### config.mk
export PLATFORM = sky130hd
export DESIGN_NAME = line_pixel_walker_core
export DESIGN_NICKNAME = d
export VERILOG_FILES = /design/src/design/lpw_pkg.sv /design/src/design/line_pixel_walker_core.sv /design/src/design/lpw_setup.sv /design/src/design/lpw_step.sv
export SDC_FILE = /design/constraint.sdc
export NUM_CORES = 1
export LEC_CHECK = 0
export CELL_PAD_IN_SITES_DETAIL_PLACEMENT = 1
export CELL_PAD_IN_SITES_GLOBAL_PLACEMENT = 1
export CORE_ASPECT_RATIO = 0.5
export CORE_MARGIN = 3
export CORE_UTILIZATION = 47
export CTS_CLUSTER_DIAMETER = 60
export DETAILED_ROUTE_END_ITERATION = 10
export DONT_BUFFER_PORTS = 1
export PLACE_DENSITY_LB_ADDON = 0.1
export SLEW_MARGIN = 20
export SYNTH_ARGS = -nofsm -noshare
export SYNTH_HDL_FRONTEND = slang
export SYNTH_HIERARCHICAL = 1
export SYNTH_SLANG_ARGS = --single-unit
### constraint.sdc
create_clock -name clk -period 8 [get_ports clk]
set_input_delay 0.4 -clock clk [delete_from_list [all_inputs] [get_ports clk]]
set_output_delay 0.4 -clock clk [all_outputs]
set_load 0.05 [all_outputs]
### src/design/lpw_pkg.sv
// Shared types and constants for the line pixel walker.
// No dependencies; every other file of the block imports this package.
package lpw_pkg;

    // Width of the screen size registers.
    localparam int SCREEN_BITS = 12;

    // Configuration register indexes.
    localparam int CFG_INDEX_BITS = 2;
    localparam logic [CFG_INDEX_BITS-1:0] CFG_SCREEN_WIDTH  = 2'd0;
    localparam logic [CFG_INDEX_BITS-1:0] CFG_SCREEN_HEIGHT = 2'd1;

    // Screen size after reset.
    localparam logic [SCREEN_BITS-1:0] SCREEN_WIDTH_RESET  = 12'd640;
    localparam logic [SCREEN_BITS-1:0] SCREEN_HEIGHT_RESET = 12'd480;

    // Input beat kinds.
    typedef enum logic
    {
        KIND_LOAD = 1'b0,
        KIND_STEP = 1'b1
    } kind_t;

    // Per-pixel status flags from the step datapath.
    typedef struct packed
    {
        logic visible;
        logic last;
    } pix_flags_t;

endpackage

### src/design/line_pixel_walker_core.sv
// Top level of the line pixel walker: input register, walk state, result
// register and screen size registers. Uses lpw_pkg, lpw_setup and lpw_step.
//
//  Channel   Signals                                    Direction
//  in        in_valid/in_ready, kind, x/y_start/end,   into block
//            colour_in
//  out       out_valid/out_ready, pixel_x/y,            out of block
//            pixel_colour, visible, last
//  cfg       cfg_valid/cfg_ready, cfg_index, cfg_data   into block
//
// One beat is accepted per cycle while in_ready is high; a step beat gives its pixel
// through the input register, then the result register. The walk state update
// in lpw_step is pure combinational logic.
// Reset clears the walk state and output valid and sets the screen to 640x480.
// A stalled result holds; in_ready drops only while a step beat waits in the
// input register behind a result that has not been taken.
module line_pixel_walker_core #(
    parameter int COORD_BITS = 13
) (
    input  logic                                  clk,
    input  logic                                  rst_n,
    input  logic                                  in_valid,
    output logic                                  in_ready,
    input  logic                                  kind,
    input  logic signed [COORD_BITS-1:0]          x_start,
    input  logic signed [COORD_BITS-1:0]          y_start,
    input  logic signed [COORD_BITS-1:0]          x_end,
    input  logic signed [COORD_BITS-1:0]          y_end,
    input  logic        [31:0]                    colour_in,
    output logic                                  out_valid,
    input  logic                                  out_ready,
    output logic signed [COORD_BITS-1:0]          pixel_x,
    output logic signed [COORD_BITS-1:0]          pixel_y,
    output logic        [31:0]                    pixel_colour,
    output logic                                  visible,
    output logic                                  last,
    input  logic                                  cfg_valid,
    output logic                                  cfg_ready,
    input  logic        [lpw_pkg::CFG_INDEX_BITS-1:0] cfg_index,
    input  logic        [lpw_pkg::SCREEN_BITS-1:0]    cfg_data
);
    import lpw_pkg::*;

    localparam int SPAN_W  = COORD_BITS + 1;
    localparam int DELTA_W = COORD_BITS + 2;

    // Input register.
    logic                         in_valid_reg;
    kind_t                        kind_reg;
    logic signed [COORD_BITS-1:0] x_start_reg;
    logic signed [COORD_BITS-1:0] y_start_reg;
    logic signed [COORD_BITS-1:0] x_end_reg;
    logic signed [COORD_BITS-1:0] y_end_reg;
    logic        [31:0]           colour_reg;

    // Walk state.
    logic                         walking_reg;
    logic                         major_is_y_reg;
    logic signed [COORD_BITS-1:0] major_pos_reg;
    logic signed [COORD_BITS-1:0] major_stop_reg;
    logic signed [COORD_BITS-1:0] minor_pos_reg;
    logic        [SPAN_W-1:0]     major_span_reg;
    logic signed [DELTA_W-1:0]    minor_delta_reg;
    logic        [SPAN_W-1:0]     remainder_reg;
    logic        [31:0]           seg_colour_reg;

    // Screen size registers.
    logic [SCREEN_BITS-1:0] screen_width_reg;
    logic [SCREEN_BITS-1:0] screen_height_reg;

    // Result register.
    logic                         out_valid_reg;
    logic signed [COORD_BITS-1:0] pixel_x_reg;
    logic signed [COORD_BITS-1:0] pixel_y_reg;
    logic        [31:0]           pixel_colour_reg;
    pix_flags_t                   flags_reg;

    // Setup and step outputs.
    logic                         set_major_is_y;
    logic signed [COORD_BITS-1:0] set_major_first;
    logic signed [COORD_BITS-1:0] set_major_final;
    logic signed [COORD_BITS-1:0] set_minor_first;
    logic        [SPAN_W-1:0]     set_major_span;
    logic signed [DELTA_W-1:0]    set_minor_delta;
    logic signed [COORD_BITS-1:0] stp_x;
    logic signed [COORD_BITS-1:0] stp_y;
    pix_flags_t                   stp_flags;
    logic signed [COORD_BITS-1:0] stp_major_next;
    logic signed [COORD_BITS-1:0] stp_minor_next;
    logic        [SPAN_W-1:0]     stp_remainder_next;

    logic produces;
    logic advance;

    lpw_setup #(.COORD_BITS(COORD_BITS)) u_setup (
        .x_start     (x_start_reg),
        .y_start     (y_start_reg),
        .x_end       (x_end_reg),
        .y_end       (y_end_reg),
        .major_is_y  (set_major_is_y),
        .major_first (set_major_first),
        .major_final (set_major_final),
        .minor_first (set_minor_first),
        .major_span  (set_major_span),
        .minor_delta (set_minor_delta)
    );

    lpw_step #(.COORD_BITS(COORD_BITS)) u_step (
        .major_is_y     (major_is_y_reg),
        .major_pos      (major_pos_reg),
        .major_stop     (major_stop_reg),
        .minor_pos      (minor_pos_reg),
        .major_span     (major_span_reg),
        .minor_delta    (minor_delta_reg),
        .remainder      (remainder_reg),
        .screen_width   (screen_width_reg),
        .screen_height  (screen_height_reg),
        .pix_x          (stp_x),
        .pix_y          (stp_y),
        .flags          (stp_flags),
        .major_pos_next (stp_major_next),
        .minor_pos_next (stp_minor_next),
        .remainder_next (stp_remainder_next)
    );

    // Flow control: a beat moves on unless it needs the result register
    // while that register still holds a result nobody has taken.
    assign produces  = (kind_reg == KIND_STEP) && walking_reg;
    assign advance   = in_valid_reg && (!produces || !out_valid_reg || out_ready);
    assign in_ready  = !in_valid_reg || advance;
    assign cfg_ready = 1'b1;

    // Input register control.
    always_ff @(posedge clk or negedge rst_n)
    begin
        if (!rst_n)
            in_valid_reg <= 1'b0;
        else if (in_ready)
            in_valid_reg <= in_valid;
    end

    // Input register payload.
    always_ff @(posedge clk)
    begin
        if (in_valid && in_ready)
        begin
            kind_reg    <= kind_t'(kind);
            x_start_reg <= x_start;
            y_start_reg <= y_start;
            x_end_reg   <= x_end;
            y_end_reg   <= y_end;
            colour_reg  <= colour_in;
        end
    end

    // Screen size registers; unknown indexes are ignored.
    always_ff @(posedge clk or negedge rst_n)
    begin
        if (!rst_n)
        begin
            screen_width_reg  <= SCREEN_WIDTH_RESET;
            screen_height_reg <= SCREEN_HEIGHT_RESET;
        end
        else if (cfg_valid && cfg_ready)
        begin
            if (cfg_index == CFG_SCREEN_WIDTH)
                screen_width_reg <= cfg_data;
            else if (cfg_index == CFG_SCREEN_HEIGHT)
                screen_height_reg <= cfg_data;
        end
    end

    // Walk state: a load starts a segment, a step advances or ends it.
    always_ff @(posedge clk or negedge rst_n)
    begin
        if (!rst_n)
        begin
            walking_reg     <= 1'b0;
            major_is_y_reg  <= 1'b0;
            major_pos_reg   <= '0;
            major_stop_reg  <= '0;
            minor_pos_reg   <= '0;
            major_span_reg  <= '0;
            minor_delta_reg <= '0;
            remainder_reg   <= '0;
            seg_colour_reg  <= '0;
        end
        else if (advance)
        begin
            if (kind_reg == KIND_LOAD)
            begin
                walking_reg     <= 1'b1;
                major_is_y_reg  <= set_major_is_y;
                major_pos_reg   <= set_major_first;
                major_stop_reg  <= set_major_final;
                minor_pos_reg   <= set_minor_first;
                major_span_reg  <= set_major_span;
                minor_delta_reg <= set_minor_delta;
                remainder_reg   <= '0;
                seg_colour_reg  <= colour_reg;
            end
            else if (walking_reg)
            begin
                if (stp_flags.last)
                    walking_reg <= 1'b0;
                else
                begin
                    major_pos_reg <= stp_major_next;
                    minor_pos_reg <= stp_minor_next;
                    remainder_reg <= stp_remainder_next;
                end
            end
        end
    end

    // Result register control.
    always_ff @(posedge clk or negedge rst_n)
    begin
        if (!rst_n)
            out_valid_reg <= 1'b0;
        else if (advance && produces)
            out_valid_reg <= 1'b1;
        else if (out_ready)
            out_valid_reg <= 1'b0;
    end

    // Result register payload.
    always_ff @(posedge clk)
    begin
        if (advance && produces)
        begin
            pixel_x_reg      <= stp_x;
            pixel_y_reg      <= stp_y;
            pixel_colour_reg <= seg_colour_reg;
            flags_reg        <= stp_flags;
        end
    end

    assign out_valid    = out_valid_reg;
    assign pixel_x      = pixel_x_reg;
    assign pixel_y      = pixel_y_reg;
    assign pixel_colour = pixel_colour_reg;
    assign visible      = flags_reg.visible;
    assign last         = flags_reg.last;

endmodule

### src/design/lpw_setup.sv
// Segment setup: picks the major axis, orders the endpoints and forms the
// span and signed minor step. Pure combinational logic; uses lpw_pkg.
module lpw_setup #(
    parameter int COORD_BITS = 13
) (
    input  logic signed [COORD_BITS-1:0] x_start,
    input  logic signed [COORD_BITS-1:0] y_start,
    input  logic signed [COORD_BITS-1:0] x_end,
    input  logic signed [COORD_BITS-1:0] y_end,
    output logic                         major_is_y,
    output logic signed [COORD_BITS-1:0] major_first,
    output logic signed [COORD_BITS-1:0] major_final,
    output logic signed [COORD_BITS-1:0] minor_first,
    output logic        [COORD_BITS:0]   major_span,
    output logic signed [COORD_BITS+1:0] minor_delta
);
    import lpw_pkg::*;

    localparam int DIFF_W  = COORD_BITS + 1;
    localparam int DELTA_W = COORD_BITS + 2;

    logic signed [DIFF_W-1:0]     dx_s;
    logic signed [DIFF_W-1:0]     dy_s;
    logic        [DIFF_W-1:0]     dx;
    logic        [DIFF_W-1:0]     dy;
    logic        [DIFF_W-1:0]     minor_ext;
    logic signed [DELTA_W-1:0]    minor_ext_s;
    logic signed [COORD_BITS-1:0] ma0;
    logic signed [COORD_BITS-1:0] ma1;
    logic signed [COORD_BITS-1:0] mi0;
    logic signed [COORD_BITS-1:0] mi1;

    // Extents of the segment along each axis.
    always_comb
    begin
        dx_s = DIFF_W'(x_end) - DIFF_W'(x_start);
        dy_s = DIFF_W'(y_end) - DIFF_W'(y_start);
        dx   = dx_s[DIFF_W-1] ? DIFF_W'(-dx_s) : DIFF_W'(dx_s);
        dy   = dy_s[DIFF_W-1] ? DIFF_W'(-dy_s) : DIFF_W'(dy_s);
    end

    // Axis choice (x wins ties) and endpoint ordering along the major axis.
    always_comb
    begin
        major_is_y = (dx < dy);
        if (major_is_y)
        begin
            ma0        = y_start;
            ma1        = y_end;
            mi0        = x_start;
            mi1        = x_end;
            major_span = dy;
            minor_ext  = dx;
        end
        else
        begin
            ma0        = x_start;
            ma1        = x_end;
            mi0        = y_start;
            mi1        = y_end;
            major_span = dx;
            minor_ext  = dy;
        end

        if (ma0 > ma1)
        begin
            major_first = ma1;
            major_final = ma0;
            minor_first = mi1;
            minor_ext_s = (mi0 >= mi1) ? $signed(DELTA_W'(minor_ext))
                                       : -$signed(DELTA_W'(minor_ext));
        end
        else
        begin
            major_first = ma0;
            major_final = ma1;
            minor_first = mi0;
            minor_ext_s = (mi1 >= mi0) ? $signed(DELTA_W'(minor_ext))
                                       : -$signed(DELTA_W'(minor_ext));
        end
        minor_delta = minor_ext_s;
    end

endmodule

### src/design/lpw_step.sv
// Step datapath: forms one pixel from the walk state and the next walk
// state. Pure combinational logic; uses lpw_pkg.
module lpw_step #(
    parameter int COORD_BITS = 13
) (
    input  logic                                major_is_y,
    input  logic signed [COORD_BITS-1:0]        major_pos,
    input  logic signed [COORD_BITS-1:0]        major_stop,
    input  logic signed [COORD_BITS-1:0]        minor_pos,
    input  logic        [COORD_BITS:0]          major_span,
    input  logic signed [COORD_BITS+1:0]        minor_delta,
    input  logic        [COORD_BITS:0]          remainder,
    input  logic        [lpw_pkg::SCREEN_BITS-1:0] screen_width,
    input  logic        [lpw_pkg::SCREEN_BITS-1:0] screen_height,
    output logic signed [COORD_BITS-1:0]        pix_x,
    output logic signed [COORD_BITS-1:0]        pix_y,
    output lpw_pkg::pix_flags_t                 flags,
    output logic signed [COORD_BITS-1:0]        major_pos_next,
    output logic signed [COORD_BITS-1:0]        minor_pos_next,
    output logic        [COORD_BITS:0]          remainder_next
);
    import lpw_pkg::*;

    localparam int SPAN_W = COORD_BITS + 1;
    localparam int SUM_W  = SPAN_W + 2;
    localparam int CMP_W  = ((COORD_BITS > SCREEN_BITS + 1) ? COORD_BITS : SCREEN_BITS + 1) + 1;

    logic                         round_wanted;
    logic        [SCREEN_BITS-1:0] limit;
    logic signed [CMP_W-1:0]      limit_m1;
    logic signed [CMP_W-1:0]      minor_w;
    logic signed [CMP_W-1:0]      px_w;
    logic signed [CMP_W-1:0]      py_w;
    logic signed [COORD_BITS-1:0] minor_round;
    logic signed [SUM_W-1:0]      sum;
    logic signed [SUM_W-1:0]      span_s;

    // Round to nearest, halves down, held back at the screen edge minus one.
    always_comb
    begin
        round_wanted = ({remainder, 1'b0} > {1'b0, major_span});
        limit        = major_is_y ? screen_width : screen_height;
        limit_m1     = $signed(CMP_W'(limit)) - $signed(CMP_W'(1));
        minor_w      = CMP_W'(minor_pos);
        if (round_wanted && (minor_w < limit_m1))
            minor_round = minor_pos + COORD_BITS'(1);
        else
            minor_round = minor_pos;
    end

    // Pixel position and its flags.
    always_comb
    begin
        pix_x         = major_is_y ? minor_round : major_pos;
        pix_y         = major_is_y ? major_pos : minor_round;
        px_w          = CMP_W'(pix_x);
        py_w          = CMP_W'(pix_y);
        flags.visible = (px_w >= 0) && (px_w < $signed(CMP_W'(screen_width)))
                     && (py_w >= 0) && (py_w < $signed(CMP_W'(screen_height)));
        flags.last    = (major_pos >= major_stop);
    end

    // Exact incremental update of the minor coordinate.
    always_comb
    begin
        major_pos_next = major_pos + COORD_BITS'(1);
        sum            = $signed(SUM_W'(remainder)) + SUM_W'(minor_delta);
        span_s         = $signed(SUM_W'(major_span));
        if ((major_span != '0) && (sum >= span_s))
        begin
            remainder_next = SPAN_W'(sum - span_s);
            minor_pos_next = minor_pos + COORD_BITS'(1);
        end
        else if (sum < 0)
        begin
            remainder_next = SPAN_W'(sum + span_s);
            minor_pos_next = minor_pos - COORD_BITS'(1);
        end
        else
        begin
            remainder_next = SPAN_W'(sum);
            minor_pos_next = minor_pos;
        end
    end

endmodule

# Word level (Yosys, flattened, before mapping)
# Index checks and enable logic that the tools add are counted.
# Widths: inputs -> output; s select.
[word_totals]
ramBits = 0
latchBits = 0
register_bits = 287
mem_count = 0
out_inout_bits = 63
mem_bits_ro = 0
in_bits = 104
[op_classes]
n_lt_le_gt_ge = 13
mul = 0
n_addsub = 12
n_reduce_logical = 23
muxes = 36
bitwise = 2
n_eq_ne = 4
div_mod_pow = 0
shift = 0
[ops]
columns = ["cell", "count"]
rows = [
  ["$mux 13", 18],
  ["$mux 14", 9],
  ["$mux 15", 3],
  ["$ge 13x13->1", 3],
  ["$lt 13x13->1", 3],
  ["$neg 14->14", 2],
  ["$sub 13x13->14", 2],
  ["$add 13x2->13 const B", 2],
  ["$ge 13x1->1 const B", 2],
  ["$add 15x15->16", 1],
  ["$ge 16x15->1", 1],
  ["$lt 16x1->1 const B", 1],
  ["$gt 15x14->1", 1],
  ["$neg 14->15", 1],
  ["$add 14x14->14", 1],
  ["$lt 14x14->1", 1],
  ["$reduce_bool 14->1", 1],
  ["$sub 14x14->14", 1],
  ["$gt 13x13->1", 1],
  ["$sub 12x1->13 const B", 1],
  ["$sub 13x2->13 const B", 1],
  ["$mux 12", 1],
  ["$logic_and 1x1->1", 9],
  ["$reduce_and 3->1", 2],
  ["other kinds (12)", 22],
]

# Logic depth before layout (Yosys ltp)
[logic_depth]
depth_word = 10
ltp_mapped = 41
ltp_nobuf = 36

# By module
# Netlist, hierarchy kept.
[by_module_without_submodules]
columns = ["module", "cells_each", "seq_area_each_um2", "area_each_um2", "instances"]
rows = [
  ["line_pixel_walker_core", 597, 7915.1, 10390.0, 1],
  ["lpw_setup", 790, 0.0, 5455.2, 1],
  ["lpw_step", 739, 0.0, 5371.4, 1],
]

# Least setup slack after synthesis
# OpenSTA, ideal clock, no wires.
[synth_timing]
kind = "reg2reg"
startpoint = "reg x_end_reg[0]"
endpoint = "reg minor_delta_reg[9]"
setup_slack_ps = 415
required_time_ps = 7875
setup_ps = 125
t_arrival_ps = 7461
n_path_buf = 4
path_stages_with_launch = 36
path_cell_list = "edfxtp_1 inv_1 ha_1 inv_1 fa_1 xnor2_1 nand2_1 a2111oi_2 nor2_1 xnor2_1 ha_1 a2111oi_0 o21ai_0 o2111ai_1 nand2_1 maj3_1 or2_1 a21oi_4 buf_4 buf_6 mux2i_1 ha_1 a21o_1 a21o_1 a221o_1 a211o_1 a211oi_1 clkbuf_1 xnor2_1 and2_1 clkbuf_1 o31ai_1 xnor2_1 nand2_1 o21ai_0 mux2_2"
[synth_between]
elab_chain_len = 8
word_cells_on_any_way = 16
cone_classes = "3 x add/sub; 4 x order compare; 9 x mux"
[synth_lines]
columns = ["item", "line_no", "rtl"]
rows = [
  ["from (decl)", "line_pixel_walker_core.sv:52", "logic signed [COORD_BITS-1:0] x_end_reg;"],
  ["from (signal assigned)", "line_pixel_walker_core.sv:150", "x_end_reg <= x_end;"],
  ["$sub 13x13->14", "lpw_setup.sv:36", "dx_s = DIFF_W'(x_end) - DIFF_W'(x_start);"],
  ["$neg 14->14", "lpw_setup.sv:38", "dx = dx_s[DIFF_W-1] ? DIFF_W'(-dx_s) : DIFF_W'(dx_s);"],
  ["$mux 14", "lpw_setup.sv:38", ""],
  ["$lt 14x14->1", "lpw_setup.sv:45", "major_is_y = (dx < dy);"],
  ["$mux 14 or $mux 13 (tied branches)", "lpw_setup.sv:46", "if (major_is_y)"],
  ["$neg 14->15, or another cell as far along", "lpw_setup.sv:71, lpw_setup.sv:79", ""],
  ["$mux 15, on equally long branches", "lpw_setup.sv:78, lpw_setup.sv:70", ""],
  ["$mux 15 *", "lpw_setup.sv:65", "if (ma0 > ma1)"],
  ["via set_minor_delta[9]", "line_pixel_walker_core.sv:84", "logic signed [DELTA_W-1:0] set_minor_delta;"],
  ["to (signal assigned)", "line_pixel_walker_core.sv:198", "minor_delta_reg <= set_minor_delta;"],
  ["to (decl)", "line_pixel_walker_core.sv:63", "logic signed [DELTA_W-1:0] minor_delta_reg;"],
]
# Mark *: on every way through the listed nets, which the timed path passes. The rest lies on a longest branch.
# A chain may end at the register's enable or synchronous reset.

# Worst setup path after layout
[layout_timing]
startpoint = "reg y_start_reg[1]"
endpoint = "reg minor_delta_reg[11]"
[layout_between]
elab_chain_len = 8
word_cells_on_any_way = 16
cone_classes = "3 x add/sub; 4 x order compare; 9 x mux"
[layout_lines]
columns = ["item", "line_no", "rtl"]
rows = [
  ["from (decl)", "line_pixel_walker_core.sv:51", "logic signed [COORD_BITS-1:0] y_start_reg;"],
  ["from (signal assigned)", "line_pixel_walker_core.sv:149", "y_start_reg <= y_start;"],
  ["$sub 13x13->14 *", "lpw_setup.sv:37", "dy_s = DIFF_W'(y_end) - DIFF_W'(y_start);"],
  ["$neg 14->14", "lpw_setup.sv:39", "dy = dy_s[DIFF_W-1] ? DIFF_W'(-dy_s) : DIFF_W'(dy_s);"],
  ["$mux 14 *", "lpw_setup.sv:39", ""],
  ["$lt 14x14->1 *", "lpw_setup.sv:45", ""],
  ["via set_major_is_y", "line_pixel_walker_core.sv:79", "logic set_major_is_y;"],
  ["$mux 14 or $mux 13 (tied branches)", "lpw_setup.sv:46", ""],
  ["$neg 14->15, or another cell as far along", "lpw_setup.sv:71, lpw_setup.sv:79", ""],
  ["$mux 15, on equally long branches", "lpw_setup.sv:78, lpw_setup.sv:70", ""],
  ["$mux 15 *", "lpw_setup.sv:65", ""],
  ["via set_minor_delta[11]", "line_pixel_walker_core.sv:84", ""],
]
# Marks and branches as above.

==> reports/results.ini <==
[status]
status = finished, final reports clean

[cts]
clk_pin_slew_ps = 70
cts_tree = built
clk-insertion-delay-late_ps = 610
clk_path_buf_depth = 3
cts_max_level = 1
clock_sinks = 287
cts_buffers = 28
clock-root-buffer = clkbuf_16

[min_path]
hold_depth = 2
worstHoldEndpoint = screen_width_reg[4]$_DFFE_PN0P_
min_from = cfg_index[1]
hold_path.class = in2reg

[timing]
final_hold_viol_count = 0
setup_viol = 0
fmaxAchievable_mhz = 129
final.min_clock_period_ps = 7750
clock_skew_ps = 23.4
relSlewSlack_pct = 30.1
period_share_pct = 96.9
hold_slack_ps = 209
slew_viol_final = 0
tightest_slew_ps = 1050

[synthesis]
synth_cell_types = 106
syn_nets = 2408
synthFlopType = edfxtp_1
syn_inst = 2126
netlist_area_um2 = 21200
synth_enable_flop_cells = 145
ys_seq_area_share_pct = 37.3
synthTopCellsByArea = edfxtp_1 (21%), dfrtp_1 (16%), ha_1 (10%)
yosysMostFrequentCell = ha_1
ys_seq_elements = 287
syn_avg_cell_area_um2 = 9.98
yosys_warnings = 6
synth_top_cell_by_area = edfxtp_1
synthArstFlopShare_pct = 49.5
synthTopCellsByCount = ha_1 (173), nand2_1 (168), nor2_1 (158), edfxtp_1 (145), a21oi_1 (137)
yosysTopAreaCellShare_pct = 20.5

[setup_path]
critical_path_class = reg2reg
r2r_end = minor_delta_reg[11]$_DFFE_PN0P_
reg2reg_depth = 31
path_common_cell = ha_1
endpoint_kind = flop
cp.required_ps = 8480
critPathMaxStageDelay_ps = 460
cp-start-kind = flop
reg2reg_from = y_start_reg[1]$_DFFE_PP_
reg2reg_setup_slack_ps = 250
slowest_stage = edfxtp_1
worstPathArrival_ps = 8240
crit_fanout = 10

[routing]
vias = 17400
ant_nets = 0
viasPerCell = 6.03
wl_per_cell_um = 24.5
drcViolationCount = 0
first_pass_iters = 5
drt_iter0_drc = 1370
postRouteWirelength_um = 70600

[floorplanning]
dieArea_um2 = 47900
core-area_um2 = 44100
rows = 54
die_h_um = 156
io_pins = 167
fp.dieW_um = 306
start_util_pct = 48.2

[cells_and_area]
seqCellArea_um2 = 7920
area_growth_pct = 16.5
fillers = 4780
drive_above_1_share_pct = 17.6
final_nets = 2558
multi_input_area_um2 = 12500
diodes = 0

[global_routing]
antenna_found_initial = 0
grt.overflow.total = 0
grt_max_degree = 143
grt_pass1_wl_um = 106000
grt_usage_pct = 28.4
grt_pass1_vias = 17400

[job]
drv_cap = 0

[placed_design]
gp_congestion = 0.910
hpwlAfterDp_um = 50400
port_buffers = 0

-- per-layer routing --
metal | GRT usage (%) | vias up | share of wire, %
li1 | - | 8112 | -
met1 | 43.1 | 8661 | 48
met2 | 42.5 | 548 | 43
met3 | 4.81 | 94 | 6.9
met4 | 6.00 | 0 | 2.0
met5 | 0 | - | 0
-- cell families after synthesis --
family / synth area share [%]
compound gates: 15.7
xor+xnor: 5.31
fa+ha+maj: 10.7
buf+inv: 5.33
flops: 37.3
mux: 12.3
other cells: 0.0177
simple gates: 13.3
-- timing repair --
item                       4_1_cts  5_1_grt
hold endpoints to repair       253        0
setup endpoints to repair       40       53
hold buffers                   101        0
buffers inserted                 1       25
pin swaps                        1       18
gates cloned                     0        4
resized for setup                7       58
-- layout make-up --
class | instances | share of cell area [%]
tap | 588 | 2.98
clock buffer | 36 | 3.04
clock inverter | 16 | 0.846
inverter | 137 | 2.08
sequential | 287 | 32.0
timing repair buffer | 221 | 8.38
multi-input combinational | 1601 | 50.6
-- critical path, delay by kind of cell, from the launching register on --
| family | cells | cell delay (ps) |
|---|---|---|
| muxes | 2 | 480 |
| DFF | 1 | 460 |
| adders and majority gates | 4 | 1260 |
| AOI/OAI and AO/OA | 10 | 2330 |
| xor gates and xnor gates | 3 | 570 |
| buffers and inverters | 4 | 510 |
| and+or+nand+nor | 8 | 2010 |
-- stage by stage --
step	util, %	cell area [um^2]	setup TNS [ps]	cells	worst slack [ps]
2_1_floorplan	-	21200	0	2126	415
3_3_place_gp	50.1	22100	0	2703	151
3_5_place_dp	50.1	22100	-2220	2703	-172
4_1_cts	54.7	24100	0	2857	29.3
5_1_grt	56.1	24700	-556	2886	-74.9
6_report	56.1	24700	0	2886	246
-- cells in the final DEF, fill, tap and decap left out, types with 9 or more instances in the layout --
cell type	count
a211oi_1	27
a21o_1	31
a21oi_1	134
a21oi_2	9
a221o_1	29
a31oi_1	22
and2_1	10
and3_1	24
buf_4	111
clkbuf_16	32
dfrtp_1	135
dlygate4sd3_1	100
edfxtp_1	145
ha_1	171
inv_1	130
mux2_2	136
mux2i_1	105
nand2_1	168
nand2b_1	17
nand3_1	39
nand4_1	29
nor2_1	153
nor2b_1	13
nor3_1	40
o21ai_0	71
o221ai_1	17
xnor2_1	75
xnor2_2	14
xor2_1	35
-- how the worst max path moves through the flow --
stage                     slack, ps  cells past startpoint                      from                              end
after detailed placement       -170                     32    x_end_reg[0]$_DFFE_PP_    minor_pos_reg[11]$_DFFE_PN0P_
after floorplan                 410                     35    x_end_reg[0]$_DFFE_PP_   minor_delta_reg[9]$_DFFE_PN0P_
after global routing            -70                     36    x_end_reg[0]$_DFFE_PP_  minor_delta_reg[11]$_DFFE_PN0P_
after CTS                        30                     34    x_end_reg[0]$_DFFE_PP_  minor_delta_reg[11]$_DFFE_PN0P_
after global placement          150                     30    y_end_reg[0]$_DFFE_PP_     minor_pos_reg[5]$_DFFE_PN0P_
final                           250                     31  y_start_reg[1]$_DFFE_PP_  minor_delta_reg[11]$_DFFE_PN0P_
Power is not shown: default switching activity piles up to over one toggle a cycle in this logic, so the estimate is an artifact.
